<file path="src/lsf_pkg.sv">
// Shared types and constants of the line substring filter.
package lsf_pkg;

	// Input opcodes carried on s_tuser
	localparam logic [1:0] OP_DATA   = 2'd0;
	localparam logic [1:0] OP_APPEND = 2'd1;
	localparam logic [1:0] OP_CLEAR  = 2'd2;

	// Configuration register indexes
	localparam logic REG_INVERT     = 1'b0;
	localparam logic REG_COUNT_ONLY = 1'b1;

	// Characters with a meaning in the stream
	localparam logic [7:0] CHAR_CR  = 8'h0D;
	localparam logic [7:0] CHAR_LF  = 8'h0A;
	localparam logic [7:0] CHAR_NUL = 8'h00;

	// Saturation limit of the line and selection counters
	localparam logic [14:0] COUNT_MAX = 15'h7FFF;

	// Cells per registered AND group in the match reduction
	localparam int GROUP_SIZE = 16;

	// Result buffer geometry
	localparam int FIFO_DEPTH = 16;
	localparam int FIFO_PTR_W = 4;
	localparam int FIFO_CNT_W = 5;

	// One result item
	typedef struct packed {
		logic        kind;
		logic [14:0] line_number;
		logic        hit;
		logic [14:0] match_total;
		logic        last;
	} res_t;

	// Shift controls shared by every cell of the row
	typedef struct packed {
		logic shift_window;
		logic double_shift;
		logic shift_needle;
	} cell_ctl_t;

	// Registered compare flags of one cell
	typedef struct packed {
		logic ok_a;
		logic ok_b;
	} cell_ok_t;

	// Event that travels down the match pipeline with each data or clear request
	typedef struct packed {
		logic valid;
		logic restart;
		logic check_a;
		logic check_b;
		logic end_line;
		logic end_data;
		logic empty;
	} event_t;

	// Write side of the result buffer: up to two results per cycle
	typedef struct packed {
		logic en0;
		logic en1;
		res_t d0;
		res_t d1;
	} fifo_wr_t;

endpackage

</file>
<file path="src/lsf_cell.sv">
// One cell of the row: a window byte, a needle byte and their compare flags.
module lsf_cell import lsf_pkg::*; #(
	parameter int INDEX = 0,
	parameter int LEN_W = 7
) (
	input  logic             clk,
	input  cell_ctl_t        ctl,
	input  logic [LEN_W-1:0] needle_len,
	input  logic [7:0]       win_in1,
	input  logic [7:0]       win_in2,
	input  logic [7:0]       win_up,
	input  logic [7:0]       needle_in,
	output logic [7:0]       win_out,
	output logic [7:0]       needle_out,
	output cell_ok_t         ok
);

	logic [7:0] win_q;
	logic [7:0] needle_q;
	logic       active;

	// This cell takes part when its position lies inside the needle
	assign active = needle_len > LEN_W'(INDEX);

	// Shift window and needle bytes along the row
	always_ff @(posedge clk) begin
		if (ctl.shift_window) begin
			win_q <= ctl.double_shift ? win_in2 : win_in1;
		end
		if (ctl.shift_needle) begin
			needle_q <= needle_in;
		end
	end

	// Compare at both alignments: window offset by one (first of two pushes) and in place
	always_ff @(posedge clk) begin
		ok.ok_a <= !active || (win_up == needle_q);
		ok.ok_b <= !active || (win_q == needle_q);
	end

	assign win_out    = win_q;
	assign needle_out = needle_q;

endmodule

</file>
<file path="src/lsf_result_fifo.sv">
// Result buffer that takes up to two results per cycle and hands out one.
module lsf_result_fifo import lsf_pkg::*; (
	input  logic                  clk,
	input  logic                  arst_n,
	input  fifo_wr_t              wr,
	output res_t                  rd_data,
	output logic                  rd_valid,
	input  logic                  rd_ready,
	output logic [FIFO_CNT_W-1:0] level
);

	res_t                  mem_q [FIFO_DEPTH];
	logic [FIFO_PTR_W-1:0] wr_ptr_q;
	logic [FIFO_PTR_W-1:0] rd_ptr_q;
	logic [FIFO_CNT_W-1:0] count_q;
	logic [FIFO_CNT_W-1:0] push_n;
	logic                  pop;

	assign push_n = FIFO_CNT_W'(wr.en0) + FIFO_CNT_W'(wr.en1);
	assign pop    = rd_valid && rd_ready;

	// Store incoming results at the write pointer
	always_ff @(posedge clk) begin
		if (wr.en0) begin
			mem_q[wr_ptr_q] <= wr.d0;
		end
		if (wr.en1) begin
			mem_q[wr_ptr_q + FIFO_PTR_W'(1)] <= wr.d1;
		end
	end

	// Advance pointers and occupancy
	always_ff @(posedge clk or negedge arst_n) begin
		if (!arst_n) begin
			wr_ptr_q <= '0;
			rd_ptr_q <= '0;
			count_q  <= '0;
		end else begin
			wr_ptr_q <= wr_ptr_q + FIFO_PTR_W'(push_n);
			if (pop) begin
				rd_ptr_q <= rd_ptr_q + FIFO_PTR_W'(1);
			end
			count_q <= count_q + push_n - FIFO_CNT_W'(pop);
		end
	end

	assign rd_data  = mem_q[rd_ptr_q];
	assign rd_valid = count_q != '0;
	assign level    = count_q;

endmodule

</file>
<file path="src/line_substring_filter.sv">
// Top level of the line substring filter: stream front end, cell row, match pipeline.
//
// Input stream: s_tuser carries the opcode (data byte, append needle byte, clear
// and restart), s_tdata the byte. A request is taken when s_tvalid and s_tready
// are high at a rising edge; the block takes one byte per cycle while s_tready is high.
// Each data byte shifts into a row of MAX_NEEDLE cells that compare the recent
// line bytes with the needle in parallel; a CR that must be flushed ahead of the
// next byte shifts the row by two at once. The compare flags pass through a
// registered AND tree; the event of the request that ends the line passes the
// stages s1, s2 and s3 before its result is placed in the result buffer, from
// where it is offered on the output stream.
// Output stream: m_tuser is the result kind, m_tlast marks the last result
// of one request. The result buffer holds 16 results; s_tready falls when the
// buffer plus the requests still in the pipeline could fill it, so a stalled
// receiver stops the input side after a few requests and nothing is lost.
// Configuration: wr_en with wr_index 0 (invert) or 1 (count only), written
// while the stream is idle.
// Reset clears the needle length, all line and stream state and both registers.
module line_substring_filter import lsf_pkg::*; #(
	parameter int MAX_NEEDLE     = 127,
	parameter int MAX_FILE_BYTES = 16383
) (
	input  logic        clk,
	input  logic        arst_n,
	input  logic        s_tvalid,
	output logic        s_tready,
	input  logic [7:0]  s_tdata,   // [7:0] byte_value
	input  logic [1:0]  s_tuser,   // [1:0] opcode
	output logic        m_tvalid,
	input  logic        m_tready,
	output logic [31:0] m_tdata,   // [14:0] line_number, [15] hit, [30:16] match_total, [31] zero
	output logic        m_tuser,   // [0] kind
	output logic        m_tlast,
	input  logic        wr_en,
	input  logic        wr_index,
	input  logic        wr_data
);

	localparam int LEN_W  = $clog2(MAX_NEEDLE + 1);
	localparam int BC_W   = $clog2(MAX_FILE_BYTES + 1);
	localparam int NGRP   = (MAX_NEEDLE + GROUP_SIZE - 1) / GROUP_SIZE;
	localparam int NEED_W = FIFO_CNT_W + 1;

	// Configuration registers
	logic invert_q;
	logic count_only_q;

	// Front-end state
	logic [LEN_W-1:0] needle_len_q;
	logic [LEN_W-1:0] fill_q;
	logic             pcr_q;
	logic [BC_W-1:0]  byte_cnt_q;
	logic             finished_q;
	logic [7:0]       tail_q;

	// Pipeline and final stage state
	event_t           ev_s1;
	event_t           ev_s2;
	event_t           ev_s3;
	logic [NGRP-1:0]  grp_a_s3;
	logic [NGRP-1:0]  grp_b_s3;
	logic             lhm_q;
	logic [14:0]      line_cnt_q;
	logic [14:0]      sel_cnt_q;

	// Front-end next values
	logic             accept;
	logic             at_limit;
	logic [7:0]       data_b;
	logic [LEN_W-1:0] fill1;
	logic [LEN_W-1:0] fill2;
	logic             needle_nz;
	cell_ctl_t        ctl;
	event_t           ev_n;
	logic [LEN_W-1:0] needle_len_n;
	logic [LEN_W-1:0] fill_n;
	logic             pcr_n;
	logic [BC_W-1:0]  byte_cnt_n;
	logic             finished_n;

	// Row wiring
	logic [7:0] win_all    [MAX_NEEDLE + 1];
	logic [7:0] win_in1    [MAX_NEEDLE + 1];
	logic [7:0] win_in2    [MAX_NEEDLE + 1];
	logic [7:0] needle_all [MAX_NEEDLE];
	logic [7:0] needle_in  [MAX_NEEDLE];
	cell_ok_t   ok_all     [MAX_NEEDLE];

	// Reduction and final stage signals
	logic [NGRP-1:0] grp_a_n;
	logic [NGRP-1:0] grp_b_n;
	logic            match_now;
	logic            line_sel;
	logic [14:0]     line_cnt_n;
	logic [14:0]     sel_cnt_n;
	res_t            res_line;
	res_t            res_end;
	fifo_wr_t        fifo_wr;
	res_t            res_out;
	logic [FIFO_CNT_W-1:0] fifo_level;
	logic [2:0]      inflight;
	logic [NEED_W-1:0] need;

	assign accept    = s_tvalid && s_tready;
	assign at_limit  = byte_cnt_q == BC_W'(MAX_FILE_BYTES);
	assign data_b    = at_limit ? CHAR_NUL : s_tdata;
	assign fill1     = (fill_q == LEN_W'(MAX_NEEDLE)) ? fill_q : fill_q + LEN_W'(1);
	assign fill2     = (fill1 == LEN_W'(MAX_NEEDLE)) ? fill1 : fill1 + LEN_W'(1);
	assign needle_nz = needle_len_q != '0;

	// Decode the request: row shifts, line bookkeeping and the pipeline event
	always_comb begin
		ctl          = '0;
		ev_n         = '0;
		needle_len_n = needle_len_q;
		fill_n       = fill_q;
		pcr_n        = pcr_q;
		byte_cnt_n   = byte_cnt_q;
		finished_n   = finished_q;
		case (s_tuser)
			OP_APPEND: begin
				if (s_tdata != CHAR_NUL && needle_len_q != LEN_W'(MAX_NEEDLE)) begin
					ctl.shift_needle = 1'b1;
					needle_len_n     = needle_len_q + LEN_W'(1);
				end
			end
			OP_CLEAR: begin
				needle_len_n = '0;
				fill_n       = '0;
				pcr_n        = 1'b0;
				byte_cnt_n   = '0;
				finished_n   = 1'b0;
				ev_n.valid   = 1'b1;
				ev_n.restart = 1'b1;
			end
			OP_DATA: begin
				if (!finished_q) begin
					ev_n.valid = 1'b1;
					if (!at_limit) begin
						byte_cnt_n = byte_cnt_q + BC_W'(1);
					end
					if (data_b != CHAR_NUL && data_b != CHAR_LF) begin
						if (pcr_q && data_b == CHAR_CR) begin
							// held CR enters, the new CR is held in its place
							ctl.shift_window = 1'b1;
							fill_n           = fill1;
							ev_n.check_b     = needle_nz && fill1 >= needle_len_q;
						end else if (pcr_q) begin
							// held CR and this byte enter together
							ctl.shift_window = 1'b1;
							ctl.double_shift = 1'b1;
							fill_n           = fill2;
							pcr_n            = 1'b0;
							ev_n.check_a     = needle_nz && fill1 >= needle_len_q;
							ev_n.check_b     = needle_nz && fill2 >= needle_len_q;
						end else if (data_b == CHAR_CR) begin
							pcr_n = 1'b1;
						end else begin
							ctl.shift_window = 1'b1;
							fill_n           = fill1;
							ev_n.check_b     = needle_nz && fill1 >= needle_len_q;
						end
					end else begin
						// line ends here; a held CR is dropped
						ev_n.end_line = 1'b1;
						ev_n.end_data = data_b == CHAR_NUL;
						ev_n.empty    = !needle_nz;
						fill_n        = '0;
						pcr_n         = 1'b0;
						finished_n    = data_b == CHAR_NUL;
					end
				end
			end
			default: begin
			end
		endcase
		if (!accept) begin
			ctl  = '0;
			ev_n = '0;
		end
	end

	// Hold configuration
	always_ff @(posedge clk or negedge arst_n) begin
		if (!arst_n) begin
			invert_q     <= 1'b0;
			count_only_q <= 1'b0;
		end else if (wr_en) begin
			case (wr_index)
				REG_INVERT:     invert_q     <= wr_data;
				REG_COUNT_ONLY: count_only_q <= wr_data;
				default: begin
				end
			endcase
		end
	end

	// Update front-end state on each request
	always_ff @(posedge clk or negedge arst_n) begin
		if (!arst_n) begin
			needle_len_q <= '0;
			fill_q       <= '0;
			pcr_q        <= 1'b0;
			byte_cnt_q   <= '0;
			finished_q   <= 1'b0;
		end else if (accept) begin
			needle_len_q <= needle_len_n;
			fill_q       <= fill_n;
			pcr_q        <= pcr_n;
			byte_cnt_q   <= byte_cnt_n;
			finished_q   <= finished_n;
		end
	end

	// Feed the row: first cell takes the new byte, second cell the flushed CR
	genvar j;
	generate
		for (j = 0; j <= MAX_NEEDLE; j++) begin : g_feed
			if (j == 0) begin : g_first
				assign win_in1[j] = data_b;
				assign win_in2[j] = data_b;
			end else if (j == 1) begin : g_second
				assign win_in1[j] = win_all[j-1];
				assign win_in2[j] = CHAR_CR;
			end else begin : g_rest
				assign win_in1[j] = win_all[j-1];
				assign win_in2[j] = win_all[j-2];
			end
		end
	endgenerate

	// Extra byte past the last cell for the offset compare
	always_ff @(posedge clk) begin
		if (ctl.shift_window) begin
			tail_q <= ctl.double_shift ? win_in2[MAX_NEEDLE] : win_in1[MAX_NEEDLE];
		end
	end
	assign win_all[MAX_NEEDLE] = tail_q;

	// Row of compare cells
	genvar k;
	generate
		for (k = 0; k < MAX_NEEDLE; k++) begin : g_cell
			if (k == 0) begin : g_head
				assign needle_in[k] = s_tdata;
			end else begin : g_body
				assign needle_in[k] = needle_all[k-1];
			end
			lsf_cell #(
				.INDEX (k),
				.LEN_W (LEN_W)
			) u_cell (
				.clk        (clk),
				.ctl        (ctl),
				.needle_len (needle_len_q),
				.win_in1    (win_in1[k]),
				.win_in2    (win_in2[k]),
				.win_up     (win_all[k+1]),
				.needle_in  (needle_in[k]),
				.win_out    (win_all[k]),
				.needle_out (needle_all[k]),
				.ok         (ok_all[k])
			);
		end
	endgenerate

	// AND the cell flags in groups
	always_comb begin
		grp_a_n = '1;
		grp_b_n = '1;
		for (int i = 0; i < MAX_NEEDLE; i++) begin
			grp_a_n[i / GROUP_SIZE] = grp_a_n[i / GROUP_SIZE] & ok_all[i].ok_a;
			grp_b_n[i / GROUP_SIZE] = grp_b_n[i / GROUP_SIZE] & ok_all[i].ok_b;
		end
	end

	// Advance the event pipeline alongside the compare stages
	always_ff @(posedge clk or negedge arst_n) begin
		if (!arst_n) begin
			ev_s1 <= '0;
			ev_s2 <= '0;
			ev_s3 <= '0;
		end else begin
			ev_s1 <= ev_n;
			ev_s2 <= ev_s1;
			ev_s3 <= ev_s2;
		end
	end

	always_ff @(posedge clk) begin
		grp_a_s3 <= grp_a_n;
		grp_b_s3 <= grp_b_n;
	end

	// Resolve the line decision and build results
	always_comb begin
		match_now  = (ev_s3.check_a && (&grp_a_s3)) || (ev_s3.check_b && (&grp_b_s3));
		line_sel   = (lhm_q || ev_s3.empty) ^ invert_q;
		line_cnt_n = (line_cnt_q != COUNT_MAX) ? line_cnt_q + 15'd1 : line_cnt_q;
		sel_cnt_n  = (line_sel && sel_cnt_q != COUNT_MAX) ? sel_cnt_q + 15'd1 : sel_cnt_q;

		res_line.kind        = 1'b0;
		res_line.line_number = line_cnt_n;
		res_line.hit         = line_sel;
		res_line.match_total = sel_cnt_n;
		res_line.last        = !ev_s3.end_data;

		res_end.kind         = 1'b1;
		res_end.line_number  = line_cnt_n;
		res_end.hit          = 1'b0;
		res_end.match_total  = sel_cnt_n;
		res_end.last         = 1'b1;

		fifo_wr = '0;
		if (ev_s3.valid && ev_s3.end_line) begin
			if (count_only_q) begin
				fifo_wr.en0 = ev_s3.end_data;
				fifo_wr.d0  = res_end;
			end else begin
				fifo_wr.en0 = 1'b1;
				fifo_wr.d0  = res_line;
				fifo_wr.en1 = ev_s3.end_data;
				fifo_wr.d1  = res_end;
			end
		end
	end

	// Accumulate the line match and the counters
	always_ff @(posedge clk or negedge arst_n) begin
		if (!arst_n) begin
			lhm_q      <= 1'b0;
			line_cnt_q <= '0;
			sel_cnt_q  <= '0;
		end else if (ev_s3.valid) begin
			if (ev_s3.restart) begin
				lhm_q      <= 1'b0;
				line_cnt_q <= '0;
				sel_cnt_q  <= '0;
			end else if (ev_s3.end_line) begin
				lhm_q      <= 1'b0;
				line_cnt_q <= line_cnt_n;
				sel_cnt_q  <= sel_cnt_n;
			end else if (match_now) begin
				lhm_q <= 1'b1;
			end
		end
	end

	lsf_result_fifo u_fifo (
		.clk      (clk),
		.arst_n   (arst_n),
		.wr       (fifo_wr),
		.rd_data  (res_out),
		.rd_valid (m_tvalid),
		.rd_ready (m_tready),
		.level    (fifo_level)
	);

	// Take a request only while two result slots remain for it after those in flight
	assign inflight = 3'(ev_s1.valid) + 3'(ev_s2.valid) + 3'(ev_s3.valid);
	assign need     = NEED_W'(fifo_level) + NEED_W'({inflight, 1'b0}) + NEED_W'(2);
	assign s_tready = need <= NEED_W'(FIFO_DEPTH);

	assign m_tdata = {1'b0, res_out.match_total, res_out.hit, res_out.line_number};
	assign m_tuser = res_out.kind;
	assign m_tlast = res_out.last;

endmodule

</file>
<file path="config.mk">
export PLATFORM = sky130hd
export DESIGN_NAME = line_substring_filter
export DESIGN_NICKNAME = d
export VERILOG_FILES = /design/src/lsf_pkg.sv /design/src/lsf_cell.sv /design/src/lsf_result_fifo.sv /design/src/line_substring_filter.sv
export SDC_FILE = /design/constraint.sdc
export NUM_CORES = 2
export LEC_CHECK = 0
export ABC_AREA = 0
export BUFFER_PORTS_ARGS = -buffer_cell sky130_fd_sc_hd__buf_2
export CAP_MARGIN = 20
export CORE_UTILIZATION = 64
export CTS_CLUSTER_SIZE = 16
export DETAILED_ROUTE_END_ITERATION = 10
export PLACE_DENSITY_LB_ADDON = 0.3
export SETUP_SLACK_MARGIN = 0.2
export SYNTH_ARGS = -nofsm -noshare
export SYNTH_HDL_FRONTEND = slang
export SYNTH_SLANG_ARGS = --single-unit
</file>
<file path="constraint.sdc">
create_clock -name clk -period 70.7 [get_ports clk]
set_input_delay 3.535 -clock clk [delete_from_list [all_inputs] [get_ports clk]]
set_output_delay 3.535 -clock clk [all_outputs]
set_load 0.05 [all_outputs]
</file>
* Yosys cells after proc, flatten, opt, wreduce, memory -nomap -nowiden
Memories as Yosys holds them, arrays and structs flattened.
Index checks and enable logic that the tools add are counted.
** Cells by class
- Add/subtract/negate cells :: 16
- $lt $le $gt $ge :: 130
- Eq/ne operators :: 269
- Muxes and demuxes :: 191
- Bitwise operators :: 240
- Reductions and logical operators :: 417
** Operators with widths (number)
- == test 8 bit :: 254
- two-way mux 8 bit :: 127
- greater-than comparator 7 bit, second input constant :: 63
- logical OR 1 bit :: 256
- bitwise AND 1 bit :: 238
- greater-than comparator 7 x 6 -> 1 bit, second input constant :: 32
- zero test 1 bit :: 129
- greater-than comparator 7 x 5 -> 1 bit, second input constant :: 16
- two-way mux 15 bit :: 6
- two-way mux 68 bit :: 1
- two-way mux 33 bit :: 2
- two-way mux 7 bit :: 9
- greater-than comparator 7 x 4 -> 1 bit, second input constant :: 8
- adder 15 x 1 -> 15 bit, second input constant :: 2
- two-way mux 1 bit :: 30
- != test 15 bit, second input constant :: 2
- greater-than comparator 7 x 3 -> 1 bit, second input constant :: 4
- two-way mux 14 bit :: 2
- case mux 14 bit (2 select lines) :: 1
- case mux 7 bit (2 select lines) :: 2
- adder 7 x 1 -> 7 bit, second input constant :: 3
- AND reduction 8 bit :: 2
- nonzero test 8 bit :: 2
- adder 14 x 1 -> 14 bit, second input constant :: 1
- other kinds (38) :: 71
** Word-level totals
- Flip-flop bits (word level) :: 2407
- RAM bits :: 528
- Bits of input ports :: 17
- Output and inout bits :: 36
- Logic and storage cells :: 1809
- Memories kept :: 1
** Memory list
- u_fifo.mem_q :: words 16, width 33, rd ports 1, clocked after Yosys merged registers in 0, wr ports 2, RTL line lsf_result_fifo.sv:12 : res_t mem_q [FIFO_DEPTH];

* Logic depth before layout (Yosys ltp)
- Depth after elaboration :: 15
- Gate-level depth with buffers :: 16
- Depth with buffers taken out :: 16

* Worst setup path before layout
Ideal clock, no wire load.
- Path kind :: input-to-reg
- Start point :: input port s_tuser[0]
- End point :: register needle_len_q[4]
- Setup time :: 0.080 ns
- Data arrival time :: 65.378 ns
- Data required time :: 70.620 ns
- Slack :: 5.242 ns
- Cell stages on the path :: 6
- Path through :: clkbuf_1 -> o21ai_0 -> nor4_2 -> nor2_1 -> or3_1 -> a21oi_1
** Between the ends
- Cells in the longest elaborated chain, start to end :: 3
** Ends and longest elaborated chain
- start, declared :: RTL line line_substring_filter.sv:28 : input logic [1:0] s_tuser,
- == test 2 x 1 -> 1 bit / == test 2 bit (equally long branches) :: RTL line line_substring_filter.sv:120 : case (s_tuser)
- != test 2 bit (no line) / nonzero test 2 bit (equally long branches)
- AND reduction 3 bit (no line)
- end signal, assigned :: RTL line line_substring_filter.sv:207 : needle_len_q <= needle_len_n;
- end, declared :: RTL line line_substring_filter.sv:49 : logic [LEN_W-1:0] needle_len_q;
Parallel ways exist; a longest one is shown, timed or not.
A chain may end at the register's enable or synchronous reset.

* Worst setup path after layout
- Start point :: input port s_tvalid
- End point :: register g_cell[83].u_cell.win_q[4] (enable)
** Between the ends
- Cells in the longest elaborated chain, start to end :: 2
** Ends and longest elaborated chain
- start, declared :: RTL line line_substring_filter.sv:25 : input logic s_tvalid,
- logical AND 1 bit :: RTL line line_substring_filter.sv:104 : assign accept = s_tvalid && s_tready;
- two-way mux 3 bit :: RTL line line_substring_filter.sv:177 : if (!accept) begin
- end signal, assigned :: RTL line lsf_cell.sv:28 : win_q <= ctl.double_shift ? win_in2 : win_in1;
- end, declared :: RTL line lsf_cell.sv:18 : logic [7:0] win_q;
No other way between the ends.

==> flow_summary.toml <==
[timing]
fmax_ghz = 0.107
worst_pin_slew_ns = 1.38
rsz0062_at_grt = "no"
finalHoldViolCount = 0
maxSlewViolCount = 0
setup_ws_ns = 61.37
finalSetupViolations = 0
skew_ns = 0.0605
slew_headroom_pct = 8.16
timing.final.crit_share_pct = 13.2
layout_min_cycle_time_ns = 9.33
tns_ns = 0

[floorplan]
die_w_um = 457
design.portCount = 53
coreArea_um2 = 205000
design.die.area_um2 = 208000
row_count = 166
initial_utilization_pct = 64.5
die_h_um = 457

[logic_synthesis]
synth_edf_count = 2552
avgSynthCellArea_um2 = 15.2
synth_cell_types = 72
synthArstFlopShare_pct = 3.30
synth_fp_nets = 8729
netlist_top_cells_count = "edfxtp_1 (2552), xnor2_1 (1566), mux2_2 (784)"
ys.flop_type = "edfxtp_1"
synth_area_leaders = "edfxtp_1 (58%), xnor2_1 (10%), mux2_2 (6.7%), dfxtp_1 (4.3%), xor2_1 (3.4%)"
yosysSeqAreaShare_pct = 64.1
yosys.area.top_type = "edfxtp_1"
syn_area_um2 = 132000
ys_seq_elements = 2935
yosysTopAreaCellShare_pct = 58.0
synthCells = 8671
ys.warnings.count = 0
synth.most_common_cell = "edfxtp_1"

[worst_setup_path]
cp_slowest_cell = "buf_4"
worstReg2RegStart = "ev_s3[6]$_DFF_PN0_"
cp-startpoint = "s_tvalid"
path_class = "in2reg"
crit_cells = 9
cp-end-kind = "register"
cp-start-kind = "input port"
worstPathRequired_ns = 71.20
rrSetupSlack_ns = 61.82
endpoint = "g_cell[83].u_cell.win_out[4]$_DFFE_PP_"
cpPeakStageDelay_ns = 0.91
crit_arrival_ns = 9.83
reg2reg_to = "g_cell[83].u_cell.win_out[4]$_DFFE_PP_"
path_common_cell = "buf_4"
cp_top_family = "buffers and inverters"
cp.buffers_inverters = 6
cp_cell_sequence = "buf_2 > o221ai_2 > nor4_2 > o21a_4 > buf_4 > buf_4 > buf_4 > buf_4 > buf_4"
crit_fanout = 77
reg2reg_depth = 16

[finish]
multi_input_area_um2 = 45900
nets = 8937
syn2layout_area_growth_pct = 9.99
ff_latch_area_um2 = 84800
fin_area_um2 = 145000
fill_cells = 12800
drive_gt1_share_pct = 20.1

[placement]
hpwl_um = 202000
dpl_cell_area_um2 = 135000
gp_congestion = 0.905
port_buffers = 51
pre_cts_slack_ns = 60.47

[clocking]
cts_resized = 0
clk_pin_slew_ns = 0.06
cts_buffers = 311
cts_hold_buf = 0
tritoncts = "yes"
clock_path_buffers = 4
ctsHtreeMaxLevel = 5
cts_root_buffer = "clkbuf_16"
post-cts-setup-buffers = 0
clock_latency_ns = 0.94
clock_sinks = 2935

[global_routing]
antenna_found_initial = 10
grt_pass1_vias = 76000
grt_pass1_wl_um = 476000
track_usage_pct = 29.9
busiest_layer = "met2"
gr-usage-met2_pct = 47.8
overflow = 0
grt_max_degree = 178
gr-usage-met1_pct = 41.6
grt_use_met3_pct = 4.99

[job]
cap_violations = 0

[power]
peakVddDrop_v = 0.0000356
power_density_nw_per_um2 = 29.4
leakage_nw = 41.9

[route]
wl_per_cell_um = 26.5
wl_um = 314000
vias = 74600
drtIter0Drc = 8396
postRouteAntennaNets = 0
first_pass_iters = 6
drt-vias-per-instance = 6.32
drc = 0

[outcome]
outcome = "finished, final reports clean"

[worst_hold_path]
min_path_type = "reg2reg"
==> cells in the final DEF (no fill, tap or decap), drive strengths merged, types with 26 or more instances in the layout <==
cell    instances
a21o           79
xnor2        1566
dfrtp          97
ha             37
nor2          617
nand2         158
edfxtp       2552
nand4         467
buf           185
o21ai         249
nor3           26
nand3          47
mux4          165
nor4          149
clkinv         85
xor2          512
inv            64
clkbuf        446
mux2         1014
a21oi          71
dfxtp         286
==> cell type report <==
class | count | area share, %
Sequential cell | 2935 | 58.3
Multi-Input combinational cell | 5385 | 31.5
Clock buffer | 445 | 6.04
Tap cell | 2688 | 2.31
Timing Repair Buffer | 186 | 1.01
Clock inverter | 107 | 0.609
Inverter | 60 | 0.155
Antenna cell | 8 | 0.0138
==> worst min-delay path by stage <==
stage                             startpoint  slack (ns)  depth (start not counted)                  to
after detailed placement  ev_s1[5]$_DFF_PN0_        0.33                          0  ev_s2[5]$_DFF_PN0_
after floorplan           ev_s1[0]$_DFF_PN0_        0.33                          0  ev_s2[0]$_DFF_PN0_
after CTS                 ev_s1[5]$_DFF_PN0_        0.35                          0  ev_s2[5]$_DFF_PN0_
final                     ev_s1[5]$_DFF_PN0_        0.35                          0  ev_s2[5]$_DFF_PN0_
after global placement    ev_s2[3]$_DFF_PN0_        0.33                          0  ev_s3[3]$_DFF_PN0_
after global routing      ev_s1[5]$_DFF_PN0_        0.35                          0  ev_s2[5]$_DFF_PN0_
==> flip-flops by register name, indices dropped and copies added (netlist names), 5 cells and up <==
signal / count
ev_s1: 7
grp_b_s3: 8
u_fifo.mem_q: 528
g_cell.u_cell.needle_out: 1016
grp_a_s3: 8
fill_q: 7
ev_s2: 7
g_cell.u_cell.win_out: 1016
tail_q: 8
line_cnt_q: 15
g_cell.u_cell.ok: 254
u_fifo.level: 5
byte_cnt_q: 14
sel_cnt_q: 15
needle_len_q: 7
ev_s3: 7
==> logic make-up after synthesis <==
family / Yosys count / share of synthesized area, %
muxes: 1185 / 12.1
DFF: 2935 / 64.1
and+or+nand+nor: 1561 / 5.92
buffers and inverters: 351 / 1.25
other: 1 / 0.00284
xor gates and xnor gates: 2078 / 13.8
adders and majority gates: 42 / 0.418
AOI/OAI and AO/OA: 518 / 2.37
==> stage by stage <==
stage	hold slack, ns	utilization (%)	std cells	power (mW)
after floorplan	0.331	-	8671	2.79
after detailed placement	0.335	66.1	11200	2.73
after CTS	0.348	70.8	11800	4.29
final	0.347	70.9	11800	4.28
after global routing	0.351	70.9	11800	4.41
after global placement	0.334	66.1	11200	2.71
==> per-layer routing <==
| metal | vias up | part of all wire (%) |
|---|---|---|
| li1 | 32700 | - |
| met1 | 38000 | 40 |
| met2 | 3249 | 48 |
| met3 | 698 | 7.9 |
| met4 | 10 | 3.9 |
| met5 | - | 0.018 |
==> power by group <==
part           internal [mW]  switching, mW
clock                  0.915          0.660
sequential              2.03          0.108
combinational          0.202          0.362
Power figures use the tool's default switching activity.
